--- config.mk ---
export PLATFORM = sky130hd
export DESIGN_NAME = msb_first_bit_packer_with_stuffing_top
export DESIGN_NICKNAME = d
export VERILOG_FILES = /design/src/rtl/mfbp_pkg.sv /design/src/rtl/mfbp_in_reg.sv /design/src/rtl/mfbp_pack.sv /design/src/rtl/mfbp_out_buf.sv /design/src/rtl/msb_first_bit_packer_with_stuffing_top.sv
export SDC_FILE = /design/constraint.sdc
export NUM_CORES = 1
export LEC_CHECK = 0
export BUFFER_PORTS_ARGS = -buffer_cell sky130_fd_sc_hd__buf_2
export CAP_MARGIN = 10
export CORE_MARGIN = 8
export CORE_UTILIZATION = 50
export DETAILED_ROUTE_END_ITERATION = 16
export GPL_TIMING_DRIVEN = 0
export PLACE_DENSITY = 0.75
export SLEW_MARGIN = 10
export SYNTH_ARGS = -nofsm -noshare
export SYNTH_HDL_FRONTEND = slang
export SYNTH_SLANG_ARGS = --single-unit
--- constraint.sdc ---
create_clock -name clk -period 9 [get_ports clk]
set_input_delay 1.8 -clock clk [delete_from_list [all_inputs] [get_ports clk]]
set_output_delay 1.8 -clock clk [all_outputs]
set_load 0.05 [all_outputs]
--- src/rtl/mfbp_pkg.sv ---
// shared types and constants of the msb first bit packer
`default_nettype none
package mfbp_pkg;

  localparam int unsigned LEN_W   = 6;
  localparam int unsigned CODE_W  = 32;
  localparam int unsigned MB_W    = 9;
  localparam int unsigned QP_W    = 5;
  localparam int unsigned BYTE_W  = 8;
  localparam int unsigned MAX_BYTES = 5;
  localparam int unsigned BUF_W   = MAX_BYTES * BYTE_W;
  localparam int unsigned CNT_W   = 3;
  localparam int unsigned SLICE_W = 33;

  localparam logic [LEN_W-1:0] MAX_CODE_LEN = 6'd32;
  localparam logic [LEN_W-1:0] SLICE_LEN    = 6'd33;

  localparam logic FUNC_CODE  = 1'b0;
  localparam logic FUNC_SLICE = 1'b1;

  typedef struct packed {
    logic              func;
    logic [LEN_W-1:0]  code_length;
    logic [CODE_W-1:0] code_bits;
    logic              end_of_stream;
    logic [MB_W-1:0]   macroblock_number;
    logic [QP_W-1:0]   quant_param;
  } item_t;

  typedef struct packed {
    logic [BUF_W-1:0] bytes;
    logic [CNT_W-1:0] count;
  } pack_res_t;

endpackage
`default_nettype wire

--- src/rtl/mfbp_in_reg.sv ---
// input register stage holding one accepted item
`default_nettype none
module mfbp_in_reg (
  input  wire logic          clk,
  input  wire logic          rst,
  input  wire logic          in_valid,
  output logic               in_ready,
  input  wire mfbp_pkg::item_t in_item,
  output logic               held_valid,
  output mfbp_pkg::item_t    held_item,
  input  wire logic          advance
);

  logic held;

  assign in_ready   = !held || advance;
  assign held_valid = held;

  always_ff @(posedge clk) begin
    if (rst) begin
      held <= 1'b0;
    end else if (in_valid && in_ready) begin
      held <= 1'b1;
    end else if (advance) begin
      held <= 1'b0;
    end
  end

  always_ff @(posedge clk) begin
    if (in_valid && in_ready) begin
      held_item <= in_item;
    end
  end

endmodule
`default_nettype wire

--- src/rtl/mfbp_pack.sv ---
// packing logic and pending byte state
`default_nettype none
module mfbp_pack (
  input  wire logic            clk,
  input  wire logic            rst,
  input  wire mfbp_pkg::item_t item,
  input  wire logic            commit,
  output mfbp_pkg::pack_res_t  res
);

  localparam int unsigned WIDE_W = mfbp_pkg::BUF_W + mfbp_pkg::BYTE_W;

  logic [mfbp_pkg::BYTE_W-1:0] pend;
  logic [mfbp_pkg::CNT_W-1:0]  pend_cnt;
  logic [mfbp_pkg::BYTE_W-1:0] pend_next;
  logic [mfbp_pkg::CNT_W-1:0]  pend_cnt_next;

  logic [mfbp_pkg::LEN_W-1:0]   len_c;
  logic [mfbp_pkg::LEN_W-1:0]   len_t;
  logic [mfbp_pkg::LEN_W-1:0]   total;
  logic [mfbp_pkg::CODE_W-1:0]  code_left;
  logic [15:0]                  info;
  logic [mfbp_pkg::SLICE_W-1:0] slice_word;
  logic [WIDE_W-1:0]            src;
  logic [WIDE_W-1:0]            bits;
  logic [WIDE_W-1:0]            stuffed;
  logic [WIDE_W-1:0]            cur_sh;
  logic [mfbp_pkg::CNT_W-1:0]   full_bytes;
  logic [mfbp_pkg::CNT_W-1:0]   rem;
  logic [mfbp_pkg::BYTE_W-1:0]  fill;
  logic                         eos;

  always_comb begin
    len_c = (item.code_length > mfbp_pkg::MAX_CODE_LEN) ? mfbp_pkg::MAX_CODE_LEN
                                                         : item.code_length;
    code_left = item.code_bits << (mfbp_pkg::MAX_CODE_LEN - len_c);
    info = {item.macroblock_number, 7'b0} + {9'b0, item.quant_param, 2'b0};
    slice_word[0] = 1'b1;
    for (int i = 0; i < 16; i++) begin
      slice_word[mfbp_pkg::SLICE_W-1-2*i] = 1'b0;
      slice_word[mfbp_pkg::SLICE_W-2-2*i] = info[15-i];
    end
    if (item.func == mfbp_pkg::FUNC_SLICE) begin
      len_t = mfbp_pkg::SLICE_LEN;
      eos   = 1'b0;
      src   = {slice_word, {(WIDE_W-mfbp_pkg::SLICE_W){1'b0}}};
    end else begin
      len_t = len_c;
      eos   = item.end_of_stream;
      src   = {code_left, {(WIDE_W-mfbp_pkg::CODE_W){1'b0}}};
    end
    bits       = {pend, {mfbp_pkg::BUF_W{1'b0}}} | (src >> pend_cnt);
    total      = {{(mfbp_pkg::LEN_W-mfbp_pkg::CNT_W){1'b0}}, pend_cnt} + len_t;
    full_bytes = total[mfbp_pkg::LEN_W-1:3];
    rem        = total[2:0];
    // zero then ones, a lone free position gets a one
    fill = (rem == 3'd7) ? 8'h01 : (8'hFF >> ({1'b0, rem} + 4'd1));
    stuffed = bits | ({fill, {mfbp_pkg::BUF_W{1'b0}}} >> {full_bytes, 3'b0});
    cur_sh  = bits << {full_bytes, 3'b0};
    if (eos) begin
      res.bytes     = stuffed[WIDE_W-1:mfbp_pkg::BYTE_W];
      res.count     = full_bytes + 3'd1;
      pend_next     = '0;
      pend_cnt_next = '0;
    end else begin
      res.bytes     = bits[WIDE_W-1:mfbp_pkg::BYTE_W];
      res.count     = full_bytes;
      pend_next     = cur_sh[WIDE_W-1:mfbp_pkg::BUF_W];
      pend_cnt_next = rem;
    end
  end

  always_ff @(posedge clk) begin
    if (rst) begin
      pend     <= '0;
      pend_cnt <= '0;
    end else if (commit) begin
      pend     <= pend_next;
      pend_cnt <= pend_cnt_next;
    end
  end

endmodule
`default_nettype wire

--- src/rtl/mfbp_out_buf.sv ---
// output byte buffer that drains one byte per transfer
`default_nettype none
module mfbp_out_buf (
  input  wire logic                          clk,
  input  wire logic                          rst,
  input  wire logic                          load,
  input  wire mfbp_pkg::pack_res_t           load_res,
  output logic                               can_load,
  output logic                               out_valid,
  input  wire logic                          out_ready,
  output logic [mfbp_pkg::BYTE_W-1:0]        out_byte,
  output logic                               out_last
);

  logic [mfbp_pkg::BUF_W-1:0] data;
  logic [mfbp_pkg::CNT_W-1:0] count;

  assign out_valid = (count != '0);
  assign out_last  = (count == 3'd1);
  assign out_byte  = data[mfbp_pkg::BUF_W-1 -: mfbp_pkg::BYTE_W];
  assign can_load  = (count == '0) || (out_last && out_ready);

  always_ff @(posedge clk) begin
    if (rst) begin
      count <= '0;
    end else if (load) begin
      count <= load_res.count;
    end else if (out_valid && out_ready) begin
      count <= count - 3'd1;
    end
  end

  always_ff @(posedge clk) begin
    if (load) begin
      data <= load_res.bytes;
    end else if (out_valid && out_ready) begin
      data <= data << mfbp_pkg::BYTE_W;
    end
  end

endmodule
`default_nettype wire

--- src/rtl/msb_first_bit_packer_with_stuffing_top.sv ---
// top level of the msb first bit packer with end of stream stuffing
//
//   channel  dir  payload
//   s_*      in   tdata: code_length, code_bits, macroblock_number, quant_param;
//                 tuser: func; tlast: end_of_stream
//   m_*      out  tdata: out_byte; tlast: last_byte
//
// an accepted item waits in the input register until it can advance, then is packed
// into the output buffer, giving 0 to 5 bytes, one per output transfer
// the byte buffer sets the item rate: it takes the next item while the last byte is in transfer
// an item that yields no byte only updates the pending bits and never waits on output
// rst synchronously clears the pending bits, the input register and the output buffer
// output stalls hold the current byte; input is taken while the last byte is in transfer
`default_nettype none
module msb_first_bit_packer_with_stuffing_top (
  input  wire logic        clk,
  input  wire logic        rst,
  input  wire logic        s_tvalid,
  output logic             s_tready,
  // [5:0] code_length, [37:6] code_bits, [46:38] macroblock_number,
  // [51:47] quant_param, [55:52] zero
  input  wire logic [55:0] s_tdata,
  // [0] func
  input  wire logic [0:0]  s_tuser,
  input  wire logic        s_tlast,
  output logic             m_tvalid,
  input  wire logic        m_tready,
  // [7:0] out_byte
  output logic [7:0]       m_tdata,
  output logic             m_tlast
);

  mfbp_pkg::item_t     in_item;
  mfbp_pkg::item_t     held_item;
  mfbp_pkg::pack_res_t res;
  logic                held_valid;
  logic                can_load;
  logic                advance;
  logic                load;

  always_comb begin
    in_item.func              = s_tuser[0];
    in_item.code_length       = s_tdata[5:0];
    in_item.code_bits         = s_tdata[37:6];
    in_item.end_of_stream     = s_tlast;
    in_item.macroblock_number = s_tdata[46:38];
    in_item.quant_param       = s_tdata[51:47];
  end

  assign advance = held_valid && ((res.count == '0) || can_load);
  assign load    = advance && (res.count != '0);

  mfbp_in_reg u_in_reg (
    .clk        (clk),
    .rst        (rst),
    .in_valid   (s_tvalid),
    .in_ready   (s_tready),
    .in_item    (in_item),
    .held_valid (held_valid),
    .held_item  (held_item),
    .advance    (advance)
  );

  mfbp_pack u_pack (
    .clk    (clk),
    .rst    (rst),
    .item   (held_item),
    .commit (advance),
    .res    (res)
  );

  mfbp_out_buf u_out_buf (
    .clk       (clk),
    .rst       (rst),
    .load      (load),
    .load_res  (res),
    .can_load  (can_load),
    .out_valid (m_tvalid),
    .out_ready (m_tready),
    .out_byte  (m_tdata),
    .out_last  (m_tlast)
  );

endmodule
`default_nettype wire

==> metrics.md, run 1 <==
| Metric | Value |
|---|---|
| Total track usage | 0.322 |
| Ys flop type | edfxtp_1 |
| Die W | 151 microns |
| Internal power | 1480 uW |
| Root buffer cell | clkbuf_16 |
| Reg power frac | 0.291 |
| Final setup margin | 2.90 ns |
| Sum Neg Setup Slack | 0 ns |
| Clock power frac | 0.142 |
| Post-synthesis sequential area ratio | 0.342 |
| Inserted Diodes | 0 |
| First-pass GRT wire length | 54500 microns |
| GR Overflow Total | 0 |
| Setup CP Type | reg2reg |
| Final Max Slew Viols | 0 |
| Max FO, Critical Path | 10 |
| Synthesized area | 9120 sq um |
| Final hold viol count | 0 |
| Worst Max-Slew Pin Slew | 1.02 ns |
| Num CTS Buffers | 9 |
| Setup violators final | 0 |
| WL/cell | 28.0 microns |
| Clk sinks | 109 |
| Final wirelength | 36500 microns |
| Synth warn | 0 |
| Detailed placement HPWL | 28800 microns |
| Synth top area share | 0.310 |
| Status | finished, final reports clean |
| Post-CTS Setup Bufs | 0 |
| Gate Count Post-Synth | 989 |
| Die H | 151 microns |
| Achievable clock frequency | 164 MHz |
| Worst Clk Skew | 0.0151 ns |
| Logic pwr share | 0.568 |
| Cell variety after synth | 97 |
| Fin crit share | 0.678 |
| Vias in the first global route | 8752 |
| Commonest cells post-synth | nand2_1 (131), nor2_1 (106), edfxtp_1 (94), a21oi_1 (62), mux2i_1 (52) |
| Post-CTS Hold Buffers | 0 |
| Die area | 22800 sq um |
| CP Capture Type | flop |
| Ports | 73 |
| Fraction of layout cells with a size suffix above 1 | 0.202 |
| Largest net degree at the start of global routing | 40 |
| ANT nets after route | 0 |
| EDFF count, synth | 94 |
| DR iter-0 viols | 818 |
| Req. time, crit path | 9.10 ns |
| Initial Utilization | 0.509 |
| Max Cap Viol | 0 |
| Cell Rows | 49 |
| Worst slew margin | 0.317 |
| Clock Latency Late Sink | 0.38 ns |
| LEAKAGE | 0.00363 uW |
| CTS resizes | 0 |
| Fin nets | 1139 |
| H-tree lvl count | 3 |
| Drt drc | 0 |
| Net switching power | 1340 uW |
| DR pass1 iterations | 6 |
| Max VDD drop | 0.218 mV |
| Routability Congestion | 1.05 |
| Yosys reg bits | 109 |
| CP arrival | 6.20 ns |
| Clock Path Buffers | 2 |
| Largest cells by area after synthesis | edfxtp_1 (31%), mux2i_1 (5.7%), nand2_1 (5.4%), mux4_2 (5.2%), nor2_1 (4.4%) |
| IO Port Bufs | 67 |
| Vias | 8961 |
| Tmin final | 6.10 ns |
| Most common cell in the netlist | nand2_1 |
| Area Overhead vs Synth | 10.4% |
| Clock-pin slew on the worst setup and hold paths | 0.09 ns |
| Initial antenna violation count | 0 |
| Cell taking the most area after synthesis | edfxtp_1 |
| Worst min path class | reg2reg |
| PwrDens | 280 nW/um^2 |
| Critical path startpoint category | flop |
| Vias/cell | 6.88 |
| Fill cell count | 1642 |
| RSZ-0062 raised after global routing | no |
| Setup WS pre-CTS | 3.27 ns |
| Core Area | 17900 sq um |
| Avg Cell Area, Syn | 9.22 sq um |
| Asr flop ratio synth | 0 |
| Syn_nets | 1059 |
| CTS tree | done |
| Sw Share | 0.476 |
[cells by family after synthesis]
kind of cell    synth area share
xor+xnor                  0.0137
flops                      0.342
fa+ha+maj                 0.0118
simple gates               0.170
compound gates             0.246
buf+inv                   0.0605
mux                        0.156
[cell usage in the layout, fill, tap and decap left out, drive strengths merged, types with 8 or more instances in the layout]
cell     count
a2111oi      8
a211oi      11
a21o        11
a21oi       64
a221oi       9
a22oi        8
a31oi       28
buf        117
clkbuf      48
dfxtp       15
edfxtp      94
inv         12
mux2        33
mux2i       55
mux4        21
nand2      131
nand3       22
nor2       107
nor3        27
nor4         9
o211ai      20
o21ai       56
o22ai       13
o31ai       14
o32ai        8
[final timing paths]
| check | start | to | slack, ns | cells past startpoint |
|---|---|---|---|---|
| setup / recovery | u_in_reg.held_item[47] | u_out_buf.data[20] | 2.90 | 19 |
| hold / removal | u_out_buf.data[0] | u_out_buf.data[8] | 0.51 | 2 |
| setup reg to reg | u_in_reg.held_item[47] | u_out_buf.data[20] | 2.90 | 19 |
| hold reg to reg | u_out_buf.data[0] | u_out_buf.data[8] | 0.51 | 2 |
[state kept, by name (all words and copies together) (netlist names)]
name                 cells
u_out_buf.count          3
u_in_reg.held_valid      1
u_pack.pend              8
u_in_reg.held_item      54
u_pack.pend_cnt          3
u_out_buf.data          40
[worst max-delay path, stage by stage, from the launching register on]
cell and delay [ns]:
edfxtp_1 0.39, buf_6 0.17, nor2b_4 0.13, buf_6 0.14, inv_4 0.13, buf_8 0.17, buf_4 0.20, buf_2 0.32
ha_1 0.29, buf_4 0.18, buf_6 0.15, mux2_2 0.35, nor4_1 0.79, o211ai_1 0.24, a21boi_0 0.81, o32ai_1 0.26
mux2i_1 0.60, nor2_1 0.09, a21oi_1 0.25, a31oi_1 0.13
[routing by layer]
| layer | track usage | part of all wire |
|---|---|---|
| met1 | 0.364 | 0.37 |
| met3 | 0.0505 | 0.074 |
| met2 | 0.540 | 0.48 |
| met5 | 0 | 0 |
| met4 | 0.246 | 0.077 |
[power by group through the flow]
| stage | Combinational, uW | Clock (uW) | Sequential (uW) |
|---|---|---|---|
| 5_1_grt | 1690 | 414 | 832 |
| 3_3_place_gp | 1530 | 0 | 834 |
| 2_1_floorplan | 1090 | 0 | 811 |
| 4_1_cts | 1560 | 396 | 818 |
| 3_5_place_dp | 1550 | 0 | 829 |
| 6_report | 1600 | 399 | 819 |
[final cells by class]
class                           instances  area, sq um  share of cell area
Buffer                                 86          500              0.0497
Sequential cell                       109         3120               0.310
Multi-Input combinational cell        781         5460               0.542
Clock buffer                           10          229              0.0227
Inverter                               13         51.3             0.00509
Timing Repair Buffer                   69          375              0.0373
Clock inverter                          6         48.8             0.00485
Tap cell                              229          287              0.0285
[through the flow]
step                      hold WS (ns)  instances  power, uW  utilization  instance area [sq um]
final                            0.514       1303       2820        0.562                  10100
after floorplan                  0.482        989       1900            -                   9120
after global placement           0.493       1285       2370        0.544                   9740
after global routing             0.534       1303       2940        0.562                  10100
after CTS                        0.514       1303       2770        0.562                  10100
after detailed placement         0.492       1287       2380        0.547                   9790
No activity file was read; power rests on OpenSTA's default activity.
==> inputs of run 2 (changes only) <==
ABC_AREA = 1   (was unset)
PLACE_DENSITY = 0.78   (was 0.75)
clock period = 5.08 ns   (was 9 ns; I/O delays follow)
==> metrics.md, run 2 <==
| Metric | Value |
|---|---|
| Hold Crit Start | u_pack.pend[2] |
| Status | finished, final reports clean |
| Tmin final | 4.64 ns |
| Synth top area share | 0.345 |
| DR iter-0 viols | 1340 |
| Vias | 8683 |
| LEAKAGE | 0.00405 uW |
| Max incr delay on CP | 0.52 ns |
| Vias/cell | 5.93 |
| Flop2flop setup slack | 0.76 ns |
| CTS tree | done |
| Worst R2R End | u_out_buf.data[25] |
| Synth warn | 0 |
| Largest cells by area after synthesis | edfxtp_1 (34%), nand2_1 (19%), nand3_1 (14%), dfxtp_1 (3.7%), inv_1 (3.4%) |
| Min-Delay Endpoint | u_pack.pend[2] |
| Num CTS Buffers | 9 |
| Post-CTS Hold Buffers | 0 |
| Yosys reg bits | 109 |
| Reg2Reg Depth | 20 |
| Largest regs | u_in_reg.held_item: 54 flops, u_out_buf.data: 40 flops, u_pack.pend: 8 flops |
| Ports | 73 |
| Routability Congestion | 1.08 |
| CP Cell Sequence | clkbuf_1, buf_1, nor2_1, ha_1, a21oi_1, and2_0, inv_1, o21ai_0, nand2_1, inv_1, nand4_1, nand3_1, inv_2, nand2_1, buf_2 |
| Asr flop ratio synth | 0 |
| Achievable clock frequency | 215 MHz |
| Final Max Slew Viols | 0 |
| EDFF count, synth | 94 |
| PwrDens | 499 nW/um^2 |
| Gate Count Post-Synth | 1163 |
| Final hold viol count | 0 |
| Req. time, crit path | 4.06 ns |
| Final wirelength | 25900 microns |
| CP top delay family | buffers and inverters |
| DR pass1 iterations | 7 |
| Final setup margin | 0.436 ns |
| Post-CTS Setup Bufs | 0 |
| Largest Register | u_in_reg.held_item |
| H-tree lvl count | 3 |
| Vias in the first global route | 7832 |
| Setup violators final | 0 |
| First-pass GRT wire length | 40600 microns |
| Syn_nets | 1233 |
| Largest register FFs | 54 |
| Post-synthesis sequential area ratio | 0.381 |
| Setup WS pre-CTS | 0.848 ns |
| Cell Rows | 46 |
| Sum Neg Setup Slack | 0 ns |
| Critical R2R Launch | u_in_reg.held_item[53] |
| Largest net degree at the start of global routing | 38 |
| Max FO, Critical Path | 10 |
| Clock Latency Late Sink | 0.37 ns |
| Clock-pin slew on the worst setup and hold paths | 0.07 ns |
| Hold Crit Depth | 2 |
| Cell variety after synth | 50 |
| IO Port Bufs | 68 |
| Fin nets | 1314 |
| Commonest non-fill, non-tap cell in the layout | nand2_1 |
| Cell taking the most area after synthesis | edfxtp_1 |
| Die W | 144 microns |
| Synthesized area | 8190 sq um |
| Worst Max-Slew Pin Slew | 0.784 ns |
| CP max-delay cell | buf_1 |
| Core Area | 15900 sq um |
| Area Overhead vs Synth | 11.7% |
| Crit path buffers/inverters | 6 |
| Fin crit share | 0.914 |
| Clock Path Buffers | 2 |
| Drt drc | 0 |
| CTS resizes | 0 |
| Setup CP Type | reg2out |
| Inserted Diodes | 0 |
| Detailed placement HPWL | 20900 microns |
| Max VDD drop | 0.318 mV |
| Avg Cell Area, Syn | 7.04 sq um |
| Ys flop type | edfxtp_1 |
| ANT nets after route | 0 |
| Commonest cells post-synth | nand2_1 (406), nand3_1 (225), edfxtp_1 (94), inv_1 (74), nor2_1 (48) |
| Initial Utilization | 0.514 |
| GR Overflow Total | 0 |
| Die area | 20700 sq um |
| Most common cell in the netlist | nand2_1 |
| Clk sinks | 109 |
| RSZ-0062 raised after global routing | no |
| Worst min path class | reg2reg |
| WL/cell | 17.7 microns |
| Most frequent cells in the layout | nand2_1 (405), nand3_1 (225), edfxtp_1 (94) |
| Max Cap Viol | 0 |
| Worst slew margin | 0.475 |
| Critical path startpoint category | flop |
| Die H | 144 microns |
| CP arrival | 3.63 ns |
| Root buffer cell | clkbuf_16 |
| Initial antenna violation count | 0 |
| CP Capture Type | primary output |
| Worst Clk Skew | 0.0158 ns |
| Fraction of layout cells with a size suffix above 1 | 0.142 |
| Total track usage | 0.255 |
| Fill cell count | 1533 |
[run 2: area by class of cell]
type / instances / area, sq um / area share
timing repair buffer: 70 / 380 / 0.0416
clock buffer: 10 / 229 / 0.0250
buffer: 68 / 407 / 0.0444
clock inverter: 6 / 78.8 / 0.00862
inverter: 82 / 308 / 0.0336
sequential: 109 / 3120 / 0.341
tap: 216 / 270 / 0.0295
multi-input combinational: 904 / 4350 / 0.476
[run 2: worst max path at each step]
| stage | slack, ns | start | cells after the start | to |
|---|---|---|---|---|
| floorplan | 0.78 | u_in_reg.held_item[52] | 18 | u_in_reg.held_item[0] |
| global placement | 0.31 | u_in_reg.held_item[53] | 16 | u_out_buf.data[39] |
| detailed placement | 0.85 | u_in_reg.held_item[53] | 15 | s_tready |
| CTS | 0.45 | u_in_reg.held_item[53] | 15 | s_tready |
| global route | 0.21 | u_in_reg.held_item[53] | 15 | s_tready |
| finish | 0.44 | u_in_reg.held_item[53] | 15 | s_tready |
[run 2: layer usage]
layer	track usage	vias to the layer above	share of wire
li1	-	4089	-
met1	0.367	3926	0.44
met4	0.0891	0	0.027
met3	0.0717	75	0.14
met5	0	-	0
met2	0.355	593	0.40
[run 2: logic make-up after synthesis]
family / synth area share
AO/OA/AOI/OAI: 0.120
XOR/XNOR: 0.00550
adder cells (fa/ha/maj): 0.0131
buffers and inverters: 0.0873
flip-flops: 0.381
multiplexers: 0.00367
AND/OR/NAND/NOR: 0.389
[run 2: power breakdown]
part | switching, uW | leakage [uW] | internal [uW]
clock network | 344 | 0.000151 | 393
registers | 92.9 | 0.00103 | 1340
logic | 1660 | 0.00287 | 742
[run 2: through the flow]
step           power, uW  instance area, sq um  hold slack (ns)  instances  utilization
4_1_cts             4510                  9150            0.469       1465        0.574
5_1_grt             4830                  9150            0.497       1465        0.574
3_5_place_dp        3780                  8840            0.459       1449        0.555
3_3_place_gp        3730                  8800            0.456       1447        0.552
6_report            4570                  9150            0.468       1465        0.574
2_1_floorplan       3140                  8190            0.438       1163            -
[run 2: worst reg2reg max path, delay by kind of cell, from the launching register on]
family / cells / cell delay, ns
AOI/OAI and AO/OA: 4 / 0.64
adders and majority gates: 1 / 0.35
buffers and inverters: 8 / 1.51
DFF: 1 / 0.40
and+or+nand+nor: 7 / 1.18
